**src/hw/rtl/three_button_gesture_classifier_top_macros.svh**
```systemverilog
// Assertion macros for the top RTL file of the gesture classifier.
// Each macro takes a label, a property expression and a message.
`ifndef THREE_BUTTON_GESTURE_CLASSIFIER_TOP_MACROS_SVH
`define THREE_BUTTON_GESTURE_CLASSIFIER_TOP_MACROS_SVH

`ifndef NO_ASSERTIONS

// Property holds at every clock edge outside reset.
`define TBGC_ASSERT(lbl, prop, msg) \
	lbl: assert property (@(posedge clk) disable iff (!arst_n) (prop)) else $error(msg);

// Expression never holds at a clock edge outside reset.
`define TBGC_ASSERT_NEVER(lbl, expr, msg) \
	lbl: assert property (@(posedge clk) disable iff (!arst_n) !(expr)) else $error(msg);

`else

`define TBGC_ASSERT(lbl, prop, msg)
`define TBGC_ASSERT_NEVER(lbl, expr, msg)

`endif

`endif

```
**src/hw/rtl/tbgc_pkg.sv**
```systemverilog
`default_nettype none

package tbgc_pkg;

	// Field and register widths.
	localparam int CFG_W     = 12;
	localparam int TALLY_W   = 8;
	localparam int BTN_W     = 2;
	localparam int KIND_W    = 3;
	localparam int NUM_LANES = 3;
	localparam int NUM_SLOTS = 6;
	localparam int SLOT_W    = 3;

	// Register indexes on the configuration port.
	localparam logic [1:0] REG_LONG_HOLD  = 2'd0;
	localparam logic [1:0] REG_SHORT_HOLD = 2'd1;
	localparam logic [1:0] REG_WINDOW     = 2'd2;

	// Register values after reset.
	localparam logic [CFG_W-1:0] LONG_HOLD_RST  = 12'd200;
	localparam logic [CFG_W-1:0] SHORT_HOLD_RST = 12'd120;
	localparam logic [CFG_W-1:0] WINDOW_RST     = 12'd120;

	// Event kinds.
	localparam logic [KIND_W-1:0] KIND_SINGLE     = 3'd0;
	localparam logic [KIND_W-1:0] KIND_LONG_START = 3'd3;
	localparam logic [KIND_W-1:0] KIND_LONG_CONT  = 3'd4;

	// What a lane is told to do for one item.
	typedef struct packed {
		logic pushed;
		logic hold_en;
		logic clear_en;
		logic release_en;
		logic win_fire;
	} lane_ctl_t;

	// What a lane found for one item: a poll event and a window event.
	typedef struct packed {
		logic              poll_vld;
		logic [KIND_W-1:0] poll_kind;
		logic              win_vld;
		logic [KIND_W-1:0] win_kind;
	} lane_evt_t;

	// One result item.
	typedef struct packed {
		logic [KIND_W-1:0] kind;
		logic [BTN_W-1:0]  button;
	} evt_t;

endpackage

`default_nettype wire

```
**src/hw/rtl/tbgc_lane.sv**
```systemverilog
`default_nettype none

// One button: hold counter, press tally and long-press flag.
module tbgc_lane
	import tbgc_pkg::*;
#(
	parameter int COUNT_BITS = 12
) (
	input  wire logic             clk,
	input  wire logic             arst_n,
	input  wire logic             en,
	input  wire lane_ctl_t        ctl,
	input  wire logic [CFG_W-1:0] long_hold,
	input  wire logic [CFG_W-1:0] short_hold,
	output lane_evt_t             evt
);

	localparam int CMP_W = ((COUNT_BITS > CFG_W) ? COUNT_BITS : CFG_W) + 1;

	logic [COUNT_BITS-1:0] hold_q;
	logic [TALLY_W-1:0]    tally_q;
	logic                  long_q;

	logic [COUNT_BITS-1:0] hold_inc;
	logic [COUNT_BITS-1:0] hold_d;
	logic [TALLY_W-1:0]    tally_a;
	logic [TALLY_W-1:0]    tally_b;
	logic [TALLY_W-1:0]    tally_d;
	logic                  long_d;
	logic [CMP_W-1:0]      inc_x;
	logic [CMP_W-1:0]      long_x;
	logic [CMP_W-1:0]      short_x;
	logic [CMP_W-1:0]      hold_plus;

	always_comb begin
		long_x  = CMP_W'(long_hold);
		short_x = CMP_W'(short_hold);

		// Push adds to the tally, saturating.
		tally_a = tally_q;
		if (ctl.pushed && (tally_q != {TALLY_W{1'b1}})) begin
			tally_a = tally_q + TALLY_W'(1);
		end

		hold_inc = (hold_q == {COUNT_BITS{1'b1}}) ? hold_q : hold_q + COUNT_BITS'(1);
		inc_x    = CMP_W'(hold_inc);

		evt     = '0;
		hold_d  = hold_q;
		long_d  = long_q;
		tally_b = tally_a;

		// Poll: count up while held, fire a long event at the period.
		if (ctl.hold_en) begin
			hold_d = hold_inc;
			if (inc_x >= long_x) begin
				hold_d        = COUNT_BITS'(inc_x - long_x);
				evt.poll_vld  = 1'b1;
				evt.poll_kind = long_q ? KIND_LONG_CONT : KIND_LONG_START;
				long_d        = 1'b1;
				tally_b       = '0;
			end
		end else if (ctl.clear_en) begin
			hold_d = '0;
		end

		// Release: end a long press, or report a late single.
		if (ctl.release_en) begin
			if (long_q) begin
				long_d = 1'b0;
			end else if (CMP_W'(hold_q) >= short_x) begin
				evt.poll_vld  = 1'b1;
				evt.poll_kind = KIND_SINGLE;
			end
		end

		// Window expiry reports one to three presses.
		tally_d   = tally_b;
		hold_plus = CMP_W'(hold_d) + CMP_W'(1);
		if (ctl.win_fire && !long_d && (hold_plus < short_x)) begin
			if ((tally_b != '0) && (tally_b <= TALLY_W'(3))) begin
				evt.win_vld  = 1'b1;
				evt.win_kind = KIND_W'(tally_b - TALLY_W'(1));
			end
			tally_d = '0;
		end
	end

	always_ff @(posedge clk or negedge arst_n) begin
		if (!arst_n) begin
			hold_q  <= '0;
			tally_q <= '0;
			long_q  <= 1'b0;
		end else if (en) begin
			hold_q  <= hold_d;
			tally_q <= tally_d;
			long_q  <= long_d;
		end
	end

endmodule

`default_nettype wire

```
**src/hw/rtl/tbgc_merge.sv**
```systemverilog
`default_nettype none

// Puts the lane events into result order: poll events first, then window events.
module tbgc_merge
	import tbgc_pkg::*;
(
	input  wire lane_evt_t       lane_evt [NUM_LANES],
	input  wire logic            release_order,
	output evt_t                 slot [NUM_SLOTS],
	output logic [NUM_SLOTS-1:0] slot_vld
);

	logic [BTN_W-1:0] poll_btn [NUM_LANES];

	always_comb begin
		// A release reports button two before button one.
		if (release_order) begin
			poll_btn[0] = BTN_W'(1);
			poll_btn[1] = BTN_W'(0);
		end else begin
			poll_btn[0] = BTN_W'(0);
			poll_btn[1] = BTN_W'(1);
		end
		poll_btn[2] = BTN_W'(2);

		for (int i = 0; i < NUM_LANES; i++) begin
			slot[i].button            = poll_btn[i];
			slot[i].kind              = lane_evt[poll_btn[i]].poll_kind;
			slot_vld[i]               = lane_evt[poll_btn[i]].poll_vld;
			slot[NUM_LANES+i].button  = BTN_W'(i);
			slot[NUM_LANES+i].kind    = lane_evt[i].win_kind;
			slot_vld[NUM_LANES+i]     = lane_evt[i].win_vld;
		end
	end

endmodule

`default_nettype wire

```
**src/hw/rtl/tbgc_evq.sv**
```systemverilog
`default_nettype none

// Holds one item's results; hands them out one per cycle while m_tready is high.
module tbgc_evq
	import tbgc_pkg::*;
(
	input  wire logic                 clk,
	input  wire logic                 arst_n,
	input  wire logic                 load,
	input  wire evt_t                 slot [NUM_SLOTS],
	input  wire logic [NUM_SLOTS-1:0] slot_vld,
	output logic                      room,
	output logic                      m_tvalid,
	input  wire logic                 m_tready,
	output logic [7:0]                m_tdata,  // [1:0] event_button, [4:2] event_kind
	output logic                      m_tlast   // last_event
);

	evt_t                 slot_q [NUM_SLOTS];
	logic [NUM_SLOTS-1:0] vld_q;
	logic [SLOT_W-1:0]    head;
	logic [NUM_SLOTS-1:0] head_bit;
	logic                 take;

	// Lowest pending slot goes out first.
	always_comb begin
		head = '0;
		for (int i = NUM_SLOTS - 1; i >= 0; i--) begin
			if (vld_q[i]) begin
				head = SLOT_W'(i);
			end
		end
		head_bit = NUM_SLOTS'(1) << head;
	end

	assign m_tvalid = |vld_q;
	assign m_tdata  = 8'(slot_q[head]);
	assign m_tlast  = ((vld_q & ~head_bit) == '0);
	assign take     = m_tvalid && m_tready;
	assign room     = !m_tvalid || (take && m_tlast);

	always_ff @(posedge clk or negedge arst_n) begin
		if (!arst_n) begin
			vld_q <= '0;
		end else if (load) begin
			vld_q <= slot_vld;
		end else if (take) begin
			vld_q <= vld_q & ~head_bit;
		end
	end

	always_ff @(posedge clk) begin
		if (load) begin
			slot_q <= slot;
		end
	end

endmodule

`default_nettype wire

```
**src/hw/rtl/three_button_gesture_classifier_top.sv**
```systemverilog
// Three-button gesture classifier. Feed one input item per poll tick on the s_
// stream; it carries the three button levels and any debounced push edge. The
// block answers with zero to six events on the m_ stream (single, double,
// triple, long start, long continue), the final one of each tick marked by
// m_tlast. An input item is registered into three button lanes that work on
// it side by side; its events then leave through the single output port, one
// per cycle while m_tready is high, and the next input item is taken in the
// cycle its last event goes out. The three registers are written through the
// cfg_ port (always ready); the user must write them only while the block is
// idle (not enforced by the block); there is no start-up pass after reset.
`default_nettype none

`include "three_button_gesture_classifier_top_macros.svh"

module three_button_gesture_classifier_top
	import tbgc_pkg::*;
#(
	parameter int COUNT_BITS = 12
) (
	input  wire logic             clk,
	input  wire logic             arst_n,
	input  wire logic             s_tvalid,
	output logic                  s_tready,
	input  wire logic [7:0]       s_tdata,  // [0] held_one, [1] held_two, [2] held_three,
	                                        // [4:3] push_button
	output logic                  m_tvalid,
	input  wire logic             m_tready,
	output logic [7:0]            m_tdata,  // [1:0] event_button, [4:2] event_kind
	output logic                  m_tlast,  // last_event
	input  wire logic             cfg_valid,
	output logic                  cfg_ready,
	input  wire logic [1:0]       cfg_index,
	input  wire logic [CFG_W-1:0] cfg_data
);

	logic [CFG_W-1:0] long_hold_q;
	logic [CFG_W-1:0] short_hold_q;
	logic [CFG_W-1:0] window_q;
	logic [CFG_W-1:0] window_remaining_q;
	logic             window_armed_q;
	logic             poll_running_q;

	logic             accept;
	logic [2:0]       held;
	logic [1:0]       push;
	logic             pushed_any;
	logic             poll_a;
	logic             armed_a;
	logic [CFG_W-1:0] remain_a;
	logic             win_fire;
	logic             none_held;
	logic             room;

	lane_ctl_t            lane_ctl [NUM_LANES];
	lane_evt_t            lane_evt [NUM_LANES];
	evt_t                 slot     [NUM_SLOTS];
	logic [NUM_SLOTS-1:0] slot_vld;

	assign cfg_ready = 1'b1;
	assign s_tready  = room;
	assign accept    = s_tvalid && s_tready;

	// Configuration registers.
	always_ff @(posedge clk or negedge arst_n) begin
		if (!arst_n) begin
			long_hold_q  <= LONG_HOLD_RST;
			short_hold_q <= SHORT_HOLD_RST;
			window_q     <= WINDOW_RST;
		end else if (cfg_valid && cfg_ready) begin
			unique case (cfg_index)
				REG_LONG_HOLD:  long_hold_q  <= cfg_data;
				REG_SHORT_HOLD: short_hold_q <= cfg_data;
				REG_WINDOW:     window_q     <= cfg_data;
				default: ;
			endcase
		end
	end

	// Push, poll enable and window timing shared by all lanes.
	always_comb begin
		held       = s_tdata[2:0];
		push       = s_tdata[4:3];
		pushed_any = (push != 2'd0);
		poll_a     = poll_running_q || pushed_any;
		armed_a    = window_armed_q || pushed_any;
		remain_a   = pushed_any ? window_q : window_remaining_q;
		win_fire   = armed_a && (remain_a == '0);
		none_held  = (held == 3'b000);

		for (int i = 0; i < NUM_LANES; i++) begin
			lane_ctl[i].pushed     = pushed_any && (push == 2'(i + 1));
			lane_ctl[i].release_en = poll_a && none_held;
			lane_ctl[i].win_fire   = win_fire;
		end
		// Buttons one and two may count together; button three only alone.
		lane_ctl[0].hold_en = poll_a && held[0];
		lane_ctl[1].hold_en = poll_a && held[1];
		lane_ctl[2].hold_en = poll_a && held[2] && !held[0] && !held[1];
		for (int i = 0; i < NUM_LANES; i++) begin
			lane_ctl[i].clear_en = poll_a && !lane_ctl[i].hold_en;
		end
	end

	always_ff @(posedge clk or negedge arst_n) begin
		if (!arst_n) begin
			window_remaining_q <= '0;
			window_armed_q     <= 1'b0;
			poll_running_q     <= 1'b0;
		end else if (accept) begin
			poll_running_q     <= poll_a;
			window_armed_q     <= armed_a && !win_fire;
			window_remaining_q <= (armed_a && !win_fire) ? remain_a - CFG_W'(1) : remain_a;
		end
	end

	// One lane per button.
	for (genvar g = 0; g < NUM_LANES; g++) begin : g_lane
		tbgc_lane #(
			.COUNT_BITS(COUNT_BITS)
		) u_lane (
			.clk        (clk),
			.arst_n     (arst_n),
			.en         (accept),
			.ctl        (lane_ctl[g]),
			.long_hold  (long_hold_q),
			.short_hold (short_hold_q),
			.evt        (lane_evt[g])
		);
	end

	tbgc_merge u_merge (
		.lane_evt      (lane_evt),
		.release_order (none_held),
		.slot          (slot),
		.slot_vld      (slot_vld)
	);

	tbgc_evq u_evq (
		.clk      (clk),
		.arst_n   (arst_n),
		.load     (accept),
		.slot     (slot),
		.slot_vld (slot_vld),
		.room     (room),
		.m_tvalid (m_tvalid),
		.m_tready (m_tready),
		.m_tdata  (m_tdata),
		.m_tlast  (m_tlast)
	);

	// A new item only comes in once the previous item's events are all out.
	`TBGC_ASSERT(a_accept_when_drained, accept |-> (!m_tvalid || (m_tready && m_tlast)), "item accepted over pending events")
	// The window only runs once polling has started.
	`TBGC_ASSERT_NEVER(a_window_needs_poll, window_armed_q && !poll_running_q, "window armed without poll")
	// An expiring window disarms.
	`TBGC_ASSERT(a_window_disarms, (accept && win_fire) |=> !window_armed_q, "window still armed after expiry")

endmodule

`default_nettype wire

```
**config.mk**
```make
export PLATFORM = sky130hd
export DESIGN_NAME = three_button_gesture_classifier_top
export DESIGN_NICKNAME = d
export VERILOG_FILES = /design/src/hw/rtl/tbgc_pkg.sv /design/src/hw/rtl/tbgc_lane.sv /design/src/hw/rtl/tbgc_merge.sv /design/src/hw/rtl/tbgc_evq.sv /design/src/hw/rtl/three_button_gesture_classifier_top.sv
export VERILOG_INCLUDE_DIRS = /design/src /design/src/hw/rtl
export SDC_FILE = /design/constraint.sdc
export NUM_CORES = 1
export LEC_CHECK = 0
export BUFFER_PORTS_ARGS = -buffer_cell sky130_fd_sc_hd__buf_2
export CAP_MARGIN = 20
export CORE_AREA = 2 2 181 183
export DETAILED_ROUTE_END_ITERATION = 10
export DIE_AREA = 0 0 183 185
export RECOVER_POWER = 25
export SETUP_SLACK_MARGIN = 0.5
export SLEW_MARGIN = 20
export SYNTH_ARGS = -nofsm -noshare
export SYNTH_HDL_FRONTEND = slang
export SYNTH_SLANG_ARGS = --single-unit
```
**constraint.sdc**
```tcl
create_clock -name clk -period 8.1 [get_ports clk]
set_input_delay 0.405 -clock clk [delete_from_list [all_inputs] [get_ports clk]]
set_output_delay 0.405 -clock clk [all_outputs]
set_load 0.005 [all_outputs]
```
* Yosys cells after proc, flatten, opt, wreduce, memory -nomap -nowiden
Index checks and enable logic that the tools add are counted.
** Storage, ports and cells
- Bits in registers :: 141
- Output and inout bits :: 12
- Input bits :: 27
- Word-level logic and storage cells :: 207
** Operators by class
- Muxes and demuxes :: 80
- Shift-type cells :: 1
- Add/sub/neg operators :: 16
- Equal/unequal tests :: 11
- $lt $le $gt $ge :: 15
- Bitwise operators :: 5
- Reduce and logical (&&, ||, !) cells :: 55
** Operator list (count)
- two-way mux 12 bit :: 14
- two-way mux 8 bit :: 16
- two-way mux 4 bit :: 21
- >= comparator 12 bit :: 6
- adder 12 x 1 -> 13 bit, second input constant :: 3
- less-than comparator 13 x 12 -> 1 bit :: 3
- adder 12 x 1 -> 12 bit, second input constant :: 3
- equality test 12 bit, second input constant :: 3
- subtractor 12 bit :: 3
- binary-select mux 8 bit (select 2 bit) :: 2
- two-way mux 3 bit :: 10
- logical AND 1 bit :: 29
- adder 8 x 1 -> 8 bit, second input constant :: 3
- <= comparator 8 x 2 -> 1 bit, second input constant :: 3
- != test 8 bit, second input constant :: 3
- nonzero test 8 bit :: 3
- binary-select mux 5 bit (select 3 bit) :: 1
- zero test 12 bit :: 1
- two-way mux 1 bit :: 12
- two-way mux 6 bit :: 2
- subtractor 12 x 1 -> 12 bit, second input constant :: 1
- zero test 1 bit :: 10
- two-way mux 5 bit :: 2
- subtractor 3 x 1 -> 3 bit, second input constant :: 3
- other kinds (17) :: 26

* Longest topological paths before layout
Gate-level depths: netlist of the first run.
- Depth after elaboration :: 17
- Gate-level depth with buffers :: 28
- Gate-level depth less buffers :: 28

* Cells and area by module
A second synthesis of the first run with hierarchy kept.
** Second synthesis, totals
- Cells, all modules :: 1651
- Area total of the unflattened synthesis :: 14396.3 µm²
** Modules (own cells, without submodules)
- tbgc_lane at g_lane[1].u_lane :: cells each 418, seq. area each 525.5 µm², times used 1, area an instance 3283.1 µm²
- tbgc_lane at g_lane[2].u_lane :: cells each 405, seq. area each 525.5 µm², times used 1, area an instance 3263.1 µm²
- tbgc_lane at g_lane[0].u_lane :: cells each 420, seq. area each 525.5 µm², times used 1, area an instance 3241.9 µm²
- three_button_gesture_classifier_top :: cells each 244, seq. area each 1265.0 µm², times used 1, area an instance 2663.8 µm²
- tbgc_evq :: cells each 125, seq. area each 1051.0 µm², times used 1, area an instance 1599.0 µm²
- tbgc_merge :: cells each 39, seq. area each 0.0 µm², times used 1, area an instance 345.3 µm²

* Least setup slack after synthesis of the first run
Ideal clock, no wire load.
- Path kind :: reg-to-reg
- Start :: reg g_lane[0].u_lane.hold_q[1]
- End :: reg g_lane[0].u_lane.tally_q[3]
- Arrival :: 5.958 ns
- Data required time :: 7.979 ns
- Path buffers :: 0
- Cell stages (with the launch flop) :: 28
- Period minus slack after synthesis :: 6.079 ns
- Slack :: 2.021 ns
- Library setup time :: 0.121 ns
- Path through :: dfrtp_1 -> ha_1 -> nand3_1 -> nor4_2 -> xnor2_1 -> ha_1 -> inv_1 -> fa_1 -> a211oi_2 -> o21ai_0 -> o2bb2ai_2 -> nor2_1 -> o21ai_0 -> o21ai_0 -> ha_1 -> nand4b_1 -> nand2b_1 -> xnor2_1 -> ha_1 -> a21o_1 -> a21o_1 -> a21oi_1 -> o21ai_0 -> nand2b_1 -> nand4b_1 -> a311oi_2 -> nor2_1 -> a22o_1
** On the way
- Elaborated cells on any way between the ends :: 20
- Those cells by class :: add/sub (3); order compare (2); eq/ne (1); mux (11); reduce/logical (3)
** RTL lines
- start, declared :: RTL line tbgc_lane.sv:20 : logic [COUNT_BITS-1:0] hold_q;
- start signal, assigned :: RTL line tbgc_lane.sv:95 : hold_q <= hold_d;
- adder 12 x 1 -> 12 bit or equality test 12 bit (tied branches) :: RTL line tbgc_lane.sv:45 : hold_inc = (hold_q == {COUNT_BITS{1'b1}}) ? hold_q : hold_q + COUNT_BITS'(1);
- two-way mux 12 bit :: RTL line tbgc_lane.sv:45
- subtractor 12 bit or >= comparator 12 bit (tied branches) :: RTL line tbgc_lane.sv:57, tbgc_lane.sv:56
- two-way mux 12 bit :: RTL line tbgc_lane.sv:56 : if (inc_x >= long_x) begin
- two-way mux 12 bit (*) :: RTL line tbgc_lane.sv:54 : if (ctl.hold_en) begin
- via g_lane[0].u_lane.hold_d[1] :: RTL line tbgc_lane.sv:25 : logic [COUNT_BITS-1:0] hold_d;
- adder 12 x 1 -> 13 bit (*) :: RTL line tbgc_lane.sv:79 : hold_plus = CMP_W'(hold_d) + CMP_W'(1);
- less-than comparator 13 x 12 -> 1 bit (*) :: RTL line tbgc_lane.sv:80 : if (ctl.win_fire && !long_d && (hold_plus < short_x)) begin
- logical AND 1 bit (*) :: RTL line tbgc_lane.sv:80
- two-way mux 8 bit (*) :: RTL line tbgc_lane.sv:80
- end signal, assigned :: RTL line tbgc_lane.sv:96 : tally_q <= tally_d;
- end, declared :: RTL line tbgc_lane.sv:21 : logic [TALLY_W-1:0] tally_q;
Mark *: on every way through the listed nets, which the timed path passes. The rest lies on a longest branch.
A chain may end at the register's enable or synchronous reset.

* Final worst setup path of the first run
- Start :: reg g_lane[2].u_lane.hold_q[1]
- End :: reg g_lane[2].u_lane.tally_q[2]
** On the way
- Elaborated cells on any way between the ends :: 20
- Those cells by class :: add/sub (3); order compare (2); eq/ne (1); mux (11); reduce/logical (3)
** RTL lines (RTL line)
- start, declared :: tbgc_lane.sv:20
- start signal, assigned :: tbgc_lane.sv:95
- adder 12 x 1 -> 12 bit or equality test 12 bit (tied branches) :: tbgc_lane.sv:45
- two-way mux 12 bit :: tbgc_lane.sv:45
- subtractor 12 bit or >= comparator 12 bit (tied branches) :: tbgc_lane.sv:57, tbgc_lane.sv:56
- two-way mux 12 bit :: tbgc_lane.sv:56
- two-way mux 12 bit (*) :: tbgc_lane.sv:54
- via g_lane[2].u_lane.hold_d[1] :: tbgc_lane.sv:25
- adder 12 x 1 -> 13 bit (*) :: tbgc_lane.sv:79
- less-than comparator 13 x 12 -> 1 bit (*) :: tbgc_lane.sv:80
- logical AND 1 bit (*) :: tbgc_lane.sv:80
- two-way mux 8 bit (*) :: tbgc_lane.sv:80
- end signal, assigned :: tbgc_lane.sv:96
- end, declared :: tbgc_lane.sv:21
Marks and branches as above.

==> impl_metrics.py, run 1 <==
metrics = {
    "sta": {
        "clock_skew_ps": 14.5,
        "hold_viol": 0,
        "fmax_ghz": 0.141,
        "rsz0062_at_grt": "no",
        "slew_headroom_pct": -99.1,
        "drv_slew": 54,
        "period_minus_slack_ps": 7070,
        "fin_crit_sh_pct": 87.3,
        "setup_viol": 0,
        "fin_setup_tns_ps": 0,
        "holdWs_ps": 224,
        "worst_pin_slew_ps": 2990,
    },
    "synthesis": {
        "yosys.area_share.xor_xnor_pct": 4.71,
        "synth.area.mux_share_pct": 5.72,
        "ys_ff_latch": 136,
        "synth_top_family_by_area": "simple AND/OR/NAND/NOR gates",
        "synth-edff-count": 17,
        "ys_types": 99,
        "synthAdderAreaFrac_pct": 12.5,
        "syn_area_per_cell_um2": 8.35,
        "syn-instance-count": 1514,
        "synth_flop_cell": "dfrtp_1",
        "ys_seq_area_share_pct": 27.7,
        "async_reset_ff_share_pct": 87.5,
        "netlist_area_um2": 12600,
        "ys_warn_count": 0,
        "synthSimpleGateAreaFrac_pct": 22.9,
        "synth_compound_area_share_pct": 22.6,
    },
    "layout": {
        "fillers": 3205,
        "syn_to_final_growth_pct": 9.12,
        "drive_gt1_share_pct": 10.3,
        "nNetsFinal": 1667,
        "final_area_um2": 13800,
        "utilization_pct": 43.0,
        "antenna_cells": 0,
    },
    "pwr": {
        "finalPower_uw": 3450,
        "p_leak_uw": 0.00603,
        "switchingPower_uw": 1430,
        "switching_share_pct": 41.4,
        "power.share.sequential_pct": 29.5,
        "pwr-share-comb_pct": 46.0,
        "ir_worst_vdd_mv": 0.191,
        "power_frac_clock_pct": 24.5,
        "p_int_uw": 2020,
        "power-per-cell-area_nw_per_um2": 250,
    },
    "hold_path": {
        "hold_path.startpoint": "cfg_data[7]",
        "hold_path.class": "in -> reg",
    },
    "floorplanning": {
        "die_w_um": 183,
        "start_util_pct": 39.4,
        "die_h_um": 185,
        "pin_count": 39,
        "die_area_um2": 33900,
        "std_cell_rows": 66,
        "core_um2": 32000,
    },
    "critical_path": {
        "path_class": "reg -> reg",
        "cp.required_ps": 8410,
        "end_kind": "register",
        "startpoint": "g_lane[2].u_lane.hold_q[1]",
        "critPathArrivalTime_ps": 7380,
        "path_max_fanout": 8,
        "start_kind": "register",
        "rr_startpoint": "g_lane[2].u_lane.hold_q[1]",
    },
    "clock_tree": {
        "numCtsBuffers": 17,
        "cts_sinks": 136,
        "root_buffer": "clkbuf_16",
        "cts.clk_slew.worst_paths_ps": 60,
        "cts_tree": "built",
        "clockBufferDepth": 2,
        "cts.htree.levels": 4,
        "clk_latency_ps": 430,
    },
    "placed_design": {
        "postPlaceCellArea_um2": 13100,
        "dp_hpwl_um": 27500,
        "gp_congestion": 0.942,
        "io_buffers": 31,
    },
    "global_route": {
        "grt_max_degree": 76,
        "grt.met1_usage_pct": 30.6,
        "gr-usage-all-layers_pct": 22.2,
        "use_met3_pct": 3.13,
        "grt_pass1_vias": 10897,
        "grt.busiest_layer": "met2",
        "grt_pass1_wl_um": 59100,
        "grt_antenna_before_repair": 0,
        "grt_overflow": 0,
        "groute.layer.met2.usage_pct": 35.8,
    },
    "drt": {
        "via_per_inst": 6.00,
        "wire_per_inst_um": 19.1,
        "drc_errors": 0,
        "firstDrtPassIters": 6,
        "final_antenna_net_count": 0,
        "drt_iter0_markers": 867,
        "wirelength_um": 37100,
        "route.vias.total": 11630,
    },
    "job": {
        "max-cap-violations": 1,
    },
    "run_status": {
        "violations": "max-capacitance violations, max-slew violations",
        "outcome": "finished, violations left",
    },
}
==> synthesized netlist by cell type (all sizes together), types with 15 or more instances <==
master,count,area share [%]
mux2,42,3.7
or3,15,0.74
nand3,48,1.9
buf,27,1.1
o21ai,108,4.3
edfxtp,17,4.0
inv,54,1.6
and3,25,1.3
o21a,19,1.1
o211ai,20,1.2
a21o,29,1.7
nand4,34,1.8
nor3,35,1.5
ha,121,12
xor2,30,2.1
dfrtp,108,21
nor4,18,1.1
xnor2,38,2.6
nand2,182,5.5
a211oi,15,1.1
clkbuf,35,1.0
o31ai,16,0.95
mux2i,25,2.0
a21oi,94,3.8
nor2,133,4.0
a31oi,27,1.3
==> worst paths after layout <==
path                                               end  slack [ps]  cells past startpoint
max in group asynchronous               long_hold_q[5]        5030                      2
max reg2reg                g_lane[2].u_lane.tally_q[2]        1030                     27
min                                     long_hold_q[7]         220                      3
max                        g_lane[2].u_lane.tally_q[2]        1030                     27
min reg2reg                             window_armed_q         480                      2
min in group asynchronous  g_lane[0].u_lane.tally_q[3]         930                      1
==> registers in the layout, summed over array words and instances (netlist names) <==
name	cells
g_lane.u_lane.tally_q	24
g_lane.u_lane.long_q	3
window_remaining_q	12
poll_running_q	1
u_evq.slot_q	17
g_lane.u_lane.hold_q	36
window_armed_q	1
long_hold_q	12
u_evq.vld_q	6
short_hold_q	12
window_q	12
==> stage by stage <==
| step | setup slack (ps) | cells |
|---|---|---|
| 3_3_place_gp | 968 | 1905 |
| 3_5_place_dp | 916 | 1905 |
| 2_1_floorplan | 2020 | 1519 |
| 6_report | 1030 | 1937 |
| 4_1_cts | 844 | 1937 |
| 5_1_grt | 518 | 1937 |
==> critical path, cell delays in order (launching register included) <==
cell       delay, ps
dfrtp_1          460
ha_1             260
nand3_1          170
nor3_2           380
mux2_2           430
fa_1             450
a211oi_1         450
o21ai_0          250
o2bb2ai_1        250
nor2_2           400
mux2i_1          130
o21ai_0          360
ha_1             290
nand3_1          180
nor2_1           230
xnor2_1          150
ha_1             270
a21o_1           170
a21o_1           170
a21oi_1          210
o21a_1           160
nor2_1            40
nor4_1           310
a21oi_1          130
a31oi_1          180
buf_4            180
o21ai_0           80
a21o_1           200
==> layout by cell type, fill, tap and decap left out, drive strengths merged, types with 11 or more instances in the layout <==
cell type / instances
inv: 55
a211oi: 15
and4: 13
o21ai: 108
xnor2: 38
nand4: 34
o21a: 19
o211ai: 20
and2: 11
mux2i: 25
ha: 121
nand2: 182
a21o: 29
dfrtp: 108
xor2: 30
nor4: 18
dfstp: 11
mux2: 42
a31oi: 27
nand3: 48
clkbuf: 31
edfxtp: 17
nor3: 35
and3: 25
or3: 15
a21oi: 94
nor2: 133
buf: 35
nand2b: 14
nor2b: 14
o31ai: 16
==> what timing repair did <==
action / CTS / global route
setup endpoints to repair: 0 / 14
gates resized for setup: 0 / 3
setup buffers: 0 / 0
hold buffers: 0 / 0
==> kinds of logic (layout without fill, tap and decap cells) <==
group / Yosys count / in the layout
xor gates and xnor gates: 68 / 68
adders and majority gates: 125 / 125
other: 2 / 7
and+or+nand+nor: 577 / 577
muxes: 67 / 67
buffers and inverters: 117 / 127
AOI/OAI and AO/OA: 422 / 422
DFF: 136 / 136
==> power groups by stage <==
stage / Combinational, uW / Clock, uW / Sequential (uW)
6_report: 1590 / 846 / 1020
5_1_grt: 1790 / 894 / 1040
4_1_cts: 1570 / 864 / 1010
3_5_place_dp: 1560 / 0 / 1020
3_3_place_gp: 1520 / 0 / 1020
2_1_floorplan: 1210 / 0 / 953
==> metal layers <==
metal,vias up,routed length [um],part of all wire [%]
met5,-,0,0
met4,0,1060,2.9
met2,360,16800,45
met1,5578,17200,46
met3,55,1970,5.3
li1,5637,-,-
==> cell type report <==
type,instances,area [um2],area share [%]
clock buffer,26,542,3.93
clock inverter,6,105,0.762
inverter,55,206,1.50
multi-input combinational,1266,8710,63.2
sequential,136,3500,25.4
tap,408,510,3.70
timing repair buffer,40,214,1.55
No activity file was read; power rests on OpenSTA's default activity.
==> inputs of run 2 (changes only) <==
- CAP_MARGIN: 20 -> not set
- CELL_PAD_IN_SITES_DETAIL_PLACEMENT: not set -> 1
- CELL_PAD_IN_SITES_GLOBAL_PLACEMENT: not set -> 1
- CORE_AREA: 2 2 181 183 -> 2 2 193 195
- DIE_AREA: 0 0 183 185 -> 0 0 195 197
- PLACE_DENSITY_LB_ADDON: not set -> 0.1
- SYNTH_HIERARCHICAL: not set -> 1
==> run 2 against run 1 <==
The flow still finishes with violations (max-capacitance violations, max-slew violations). Clock-buffer cell count is 8 lower. Setup slack better by 67 ps. Routed wire length rose by 22%. Synthesized cell count is 9.0% higher. Utilization down 0.89 points. Critical path depth increased by 4. First-iteration DRC count decreased by 30%. Register-to-register slack better by 70 ps. Clock power fell by 10%. Sequential share of layout area grew 0.075 points. Largest power group unchanged.
==> impl_metrics.py, run 2 <==
metrics = {
    "run_status": {
        "outcome": "finished, violations left",
        "violations": "max-capacitance violations, max-slew violations",
    },
    "critical_path": {
        "slowest_stage": "or4_4",
        "path_max_fanout": 9,
        "startpoint": "g_lane[0].u_lane/hold_q[1]",
        "cp.required_ps": 8470,
        "critPathArrivalTime_ps": 7370,
        "rr_worst_depth": 31,
        "crit_path_end": "u_evq/vld_q[3]",
        "r2r_end": "u_evq/vld_q[3]",
        "rr_startpoint": "g_lane[0].u_lane/hold_q[1]",
        "end_kind": "register",
        "cp_slowest_stage_delay_ps": 590,
        "reg2reg_slack_ps": 1100,
        "start_kind": "register",
        "path_class": "reg -> reg",
    },
    "clock_tree": {
        "cts.clk_slew.worst_paths_ps": 80,
        "root_buffer": "clkbuf_16",
        "cts_tree": "built",
        "cts.htree.levels": 4,
        "cts_sinks": 149,
        "clk_latency_ps": 450,
        "clockBufferDepth": 2,
        "numCtsBuffers": 17,
    },
    "synthesis": {
        "synth_most_common_cell": "nor2_1",
        "netlist_area_um2": 14400,
        "ys_seq_area_share_pct": 27.0,
        "yosys-top-cells-area": "dfrtp_1, ha_1, edfxtp_1",
        "ys_warn_count": 6,
        "ys_types": 119,
        "syn-instance-count": 1651,
        "ys_ff_latch": 149,
        "synth_area_leader_cell": "dfrtp_1",
        "netlist.area_leader.share_pct": 18.8,
        "synth-edff-count": 30,
        "async_reset_ff_share_pct": 79.9,
        "synth_flop_cell": "dfrtp_1",
        "syn_area_per_cell_um2": 8.72,
        "synth_commonest_cells": "nor2_1, ha_1, inv_1, nand2_1, dfrtp_1",
    },
    "layout": {
        "regMostFlops": "g_lane.u_lane/hold_q",
        "register_area_um2": 3890,
        "largest_reg_flops": 36,
        "multiInputGateArea_um2": 9510,
        "top_regs": "g_lane.u_lane/hold_q (36), u_evq/slot_q (30), g_lane.u_lane/tally_q (24)",
        "final_common_cell": "nor2_1",
        "drive_gt1_share_pct": 15.1,
        "final_cell_mix": "nor2_1, inv_1, ha_1, nand2_1, dfrtp_1",
        "nNetsFinal": 1775,
        "syn_to_final_growth_pct": 6.13,
        "stdcell_count": 2105,
        "antenna_cells": 0,
        "fillers": 4309,
    },
    "drt": {
        "drt_iter0_markers": 608,
        "via_per_inst": 5.85,
        "final_antenna_net_count": 0,
        "wirelength_um": 45200,
        "drc_errors": 0,
        "wire_per_inst_um": 21.5,
        "firstDrtPassIters": 5,
        "route.vias.total": 12323,
    },
    "floorplanning": {
        "pin_count": 39,
        "die_area_um2": 38400,
        "start_util_pct": 39.7,
        "die_h_um": 197,
        "core_um2": 36300,
        "std_cell_rows": 70,
        "die_w_um": 195,
    },
    "sta": {
        "clock_skew_ps": 18.3,
        "period_minus_slack_ps": 7000,
        "rsz0062_at_grt": "no",
        "setup_viol": 0,
        "fin_crit_sh_pct": 86.4,
        "hold_viol": 0,
        "slew_headroom_pct": -114,
        "fmax_ghz": 0.143,
        "drv_slew": 67,
        "fin_setup_tns_ps": 0,
        "worst_pin_slew_ps": 3210,
    },
    "pwr": {
        "finalPower_uw": 5540,
        "power-per-cell-area_nw_per_um2": 363,
        "ir_worst_vdd_mv": 0.212,
        "p_leak_uw": 0.00662,
    },
    "job": {
        "max-cap-violations": 2,
    },
    "placed_design": {
        "gp_congestion": 0.845,
        "dp_hpwl_um": 34100,
        "io_buffers": 31,
        "place_inst": 2072,
    },
    "global_route": {
        "grt_pass1_vias": 12551,
        "grt_pass1_wl_um": 72000,
        "grt_max_degree": 79,
        "grt_antenna_before_repair": 0,
        "gr-usage-all-layers_pct": 24.1,
        "grt_overflow": 0,
    },
    "hold_path": {
        "hold_path.class": "in -> reg",
        "hold_path.startpoint": "cfg_data[2]",
    },
}
## run 2: logic make-up (layout without fill, tap and decap cells)
kind of cell               count (synthesis)  count (layout)  share of synthesized area (%)
AOI/OAI and AO/OA                        436             436                           22.4
xor gates and xnor gates                  77              77                           4.68
adders and majority gates                125             125                           11.0
buffers and inverters                    228             204                           7.39
DFF                                      149             149                           27.0
muxes                                     81              81                           6.50
other                                      7              17                          0.183
and+or+nand+nor                          548             548                           20.8
## run 2: worst min path at each step
stage          depth (start not counted)                    endpoint
2_1_floorplan                          0  g_lane[0].u_lane/hold_q[0]
3_3_place_gp                           1       window_remaining_q[6]
3_5_place_dp                           1       window_remaining_q[5]
4_1_cts                                2                 window_q[2]
5_1_grt                                2              long_hold_q[0]
6_report                               2                 window_q[2]
## run 2: repair_timing
item                                    CTS  global route
buffers inserted                          0             0
endpoints found under the hold margin    44             0
endpoints found under the setup margin    0             3
hold buffers                              1             0
gates resized for setup                   0             2
## run 2: power by group
part	internal [uW]	switching, uW	total (uW)
Sequential	990	442	1430
Combinational	1390	1960	3350
Clock	400	361	761
Total	2780	2760	5540
## run 2: final cells by class
| cell class | count | share of cell area [%] |
|---|---|---|
| Clock buffer | 18 | 2.81 |
| Timing Repair Buffer | 49 | 1.88 |
| Multi-Input combinational cell | 1284 | 62.2 |
| Sequential cell | 149 | 25.5 |
| Tap cell | 468 | 3.83 |
| Clock inverter | 14 | 0.745 |
| Inverter | 123 | 3.04 |
## run 2: metrics by stage
stage                     setup WS (ps)  utilization [%]  cell area, um2  hold slack (ps)
after floorplan                    1760                -           14400              109
after global placement             1150             40.6           14700              406
after detailed placement           1070             40.6           14700              406
after CTS                          1010             42.2           15300              199
after global routing                560             42.1           15300              202
final                              1100             42.1           15300              228
## run 2: critical path, delay by kind of cell, from the launching register on
family                   cells  cell delay, ps
XOR/XNOR                     2             330
multiplexers                 1             370
AND/OR/NAND/NOR             10            2360
buffers and inverters        4             410
flip-flops                   1             460
adder cells (fa/ha/maj)      5            1410
AO/OA/AOI/OAI                9            1580
## run 2: layer usage
| layer | up-vias | track usage [%] | wire length (um) |
|---|---|---|---|
| li1 | 5980 | - | - |
| met1 | 6140 | 31.6 | 21300 |
| met2 | 155 | 41.2 | 21700 |
| met3 | 48 | 2.96 | 870 |
| met4 | 0 | 7.92 | 1270 |
| met5 | - | 0 | 0 |
==> inputs of run 3 (changes only) <==
- CORE_AREA: 2 2 193 195 -> 2 2 230 164
- CTS_BUF_LIST: not set -> sky130_fd_sc_hd__clkbuf_8 sky130_fd_sc_hd__clkbuf_16
- DIE_AREA: 0 0 195 197 -> 0 0 232 166
==> run 3 against run 2 <==
The flow still finishes with violations (max-capacitance violations, max-slew violations). Final cell count grew 1.1%. Register-to-register slack worse by 110 ps. Routed wire length up 2.3%. Highest routed layer unchanged.
==> impl_metrics.py, run 3 (synthesis results as in run 2) <==
metrics = {
    "clock_tree": {
        "numCtsBuffers": 17,
        "root_buffer": "clkbuf_16",
        "cts_tree": "built",
        "clk_latency_ps": 450,
        "cts.htree.levels": 4,
        "cts.clk_slew.worst_paths_ps": 70,
        "clockBufferDepth": 2,
        "cts_sinks": 149,
    },
    "hold_path": {
        "hold_path.startpoint": "cfg_data[11]",
        "hold_path.class": "in -> reg",
    },
    "floorplanning": {
        "die_h_um": 166,
        "die_w_um": 232,
        "pin_count": 39,
        "core_um2": 36500,
        "die_area_um2": 38500,
        "std_cell_rows": 59,
        "start_util_pct": 39.4,
    },
    "critical_path": {
        "end_kind": "register",
        "path_class": "reg -> reg",
        "rr_worst_depth": 30,
        "cp.required_ps": 8470,
        "slowest_stage": "or4_4",
        "path_depth": 30,
        "cp_slowest_stage_delay_ps": 610,
        "startpoint": "g_lane[0].u_lane/hold_q[0]",
        "worst_path_most_repeated_cell": "ha_1",
        "crit_path_end": "u_evq/vld_q[3]",
        "path_buf_inv": 3,
        "start_kind": "register",
        "rr_startpoint": "g_lane[0].u_lane/hold_q[0]",
        "path_max_fanout": 8,
        "critPathArrivalTime_ps": 7480,
        "cpLargestDelayFamily": "simple AND/OR/NAND/NOR gates",
        "r2r_end": "u_evq/vld_q[3]",
        "reg2reg_slack_ps": 980,
    },
    "sta": {
        "drv_slew": 81,
        "fmax_ghz": 0.141,
        "slew_headroom_pct": -181,
        "setup_ws_ps": 985,
        "rsz0062_at_grt": "no",
        "fin_setup_tns_ps": 0,
        "fin_crit_sh_pct": 87.8,
        "period_minus_slack_ps": 7120,
        "setup_viol": 0,
        "hold_viol": 0,
        "clock_skew_ps": 17.3,
        "worst_pin_slew_ps": 4220,
    },
    "run_status": {
        "violations": "max-capacitance violations, max-slew violations",
        "outcome": "finished, violations left",
    },
    "layout": {
        "top_regs": "g_lane.u_lane/hold_q (36), u_evq/slot_q (30), g_lane.u_lane/tally_q (24)",
        "final_common_cell": "nor2_1",
        "syn_to_final_growth_pct": 6.85,
        "final_cell_mix": "nor2_1, inv_1, ha_1, nand2_1, dfrtp_1",
        "nNetsFinal": 1778,
        "drive_gt1_share_pct": 15.5,
        "regMostFlops": "g_lane.u_lane/hold_q",
        "largest_reg_flops": 36,
        "fillers": 4319,
        "antenna_cells": 0,
    },
    "global_route": {
        "grt_pass1_vias": 12264,
        "grt_pass1_wl_um": 72700,
        "grt_overflow": 0,
        "grt_antenna_before_repair": 0,
        "gr-usage-all-layers_pct": 24.2,
        "grt_max_degree": 81,
    },
    "drt": {
        "drt_iter0_markers": 769,
        "wire_per_inst_um": 21.7,
        "route.vias.total": 12433,
        "wirelength_um": 46200,
        "final_antenna_net_count": 0,
        "via_per_inst": 5.84,
        "firstDrtPassIters": 4,
        "drc_errors": 0,
    },
    "job": {
        "max-cap-violations": 2,
    },
    "placed_design": {
        "gp_congestion": 0.872,
        "dp_hpwl_um": 35300,
        "dp_slack_ps": 875,
        "io_buffers": 31,
    },
    "pwr": {
        "power-per-cell-area_nw_per_um2": 366,
        "finalPower_uw": 5630,
        "p_leak_uw": 0.00665,
        "ir_worst_vdd_mv": 0.228,
    },
}
run 3: cell types whose count changed in the layout (fill, tap and decap cells not counted), sizes merged:
cell,delta
clkbuf,+2
bufinv,+1
buf,+3
clkinv,+2
inv,-5
run 3: worst min-delay path by stage:
stage | to | slack, ps | cells past startpoint
floorplan | g_lane[0].u_lane/hold_q[0] | 110 | 0
finish | window_q[11] | 240 | 2
CTS | window_q[11] | 220 | 2
global placement | poll_running_q | 450 | 1
detailed placement | window_remaining_q[4] | 470 | 1
global route | window_q[11] | 230 | 2
run 3: area by class of cell:
type                            instances  area, um2  share of cell area [%]
Clock buffer                           20        478                    3.11
Clock inverter                         12        115                   0.748
Inverter                              123        464                    3.02
Multi-Input combinational cell       1284       9510                    61.8
Sequential cell                       149       3890                    25.3
Tap cell                              488        611                    3.97
Timing Repair Buffer                   52        310                    2.02
run 3: metal layers:
metal,GRT usage [%],wire length [um],vias up
met3,3.42,1730,28
met2,34.7,19500,207
li1,-,-,5982
met1,37.8,24300,6216
met4,5.32,700,0
met5,0,0,-
run 3: repair_timing:
action	in CTS	in global routing
hold buffers	1	0
buffers inserted	0	2
hold endpoints to repair	5	0
gates resized for setup	0	4
setup endpoints to repair	0	7
run 3: through the flow:
stage	area (um2)	hold WS, ps	instances	utilization, %
after floorplan	14400	109	1661	-
after global placement	14800	453	2093	40.4
after detailed placement	14800	469	2093	40.4
after CTS	15400	216	2126	42.1
after global routing	15400	233	2128	42.1
final	15400	242	2128	42.1
run 3: report_power, final:
part           switching [uW]  total (uW)  internal [uW]
registers                 427        1420            990
logic                    2000        3390           1390
clock network             353         815            462
total                    2780        5630           2840
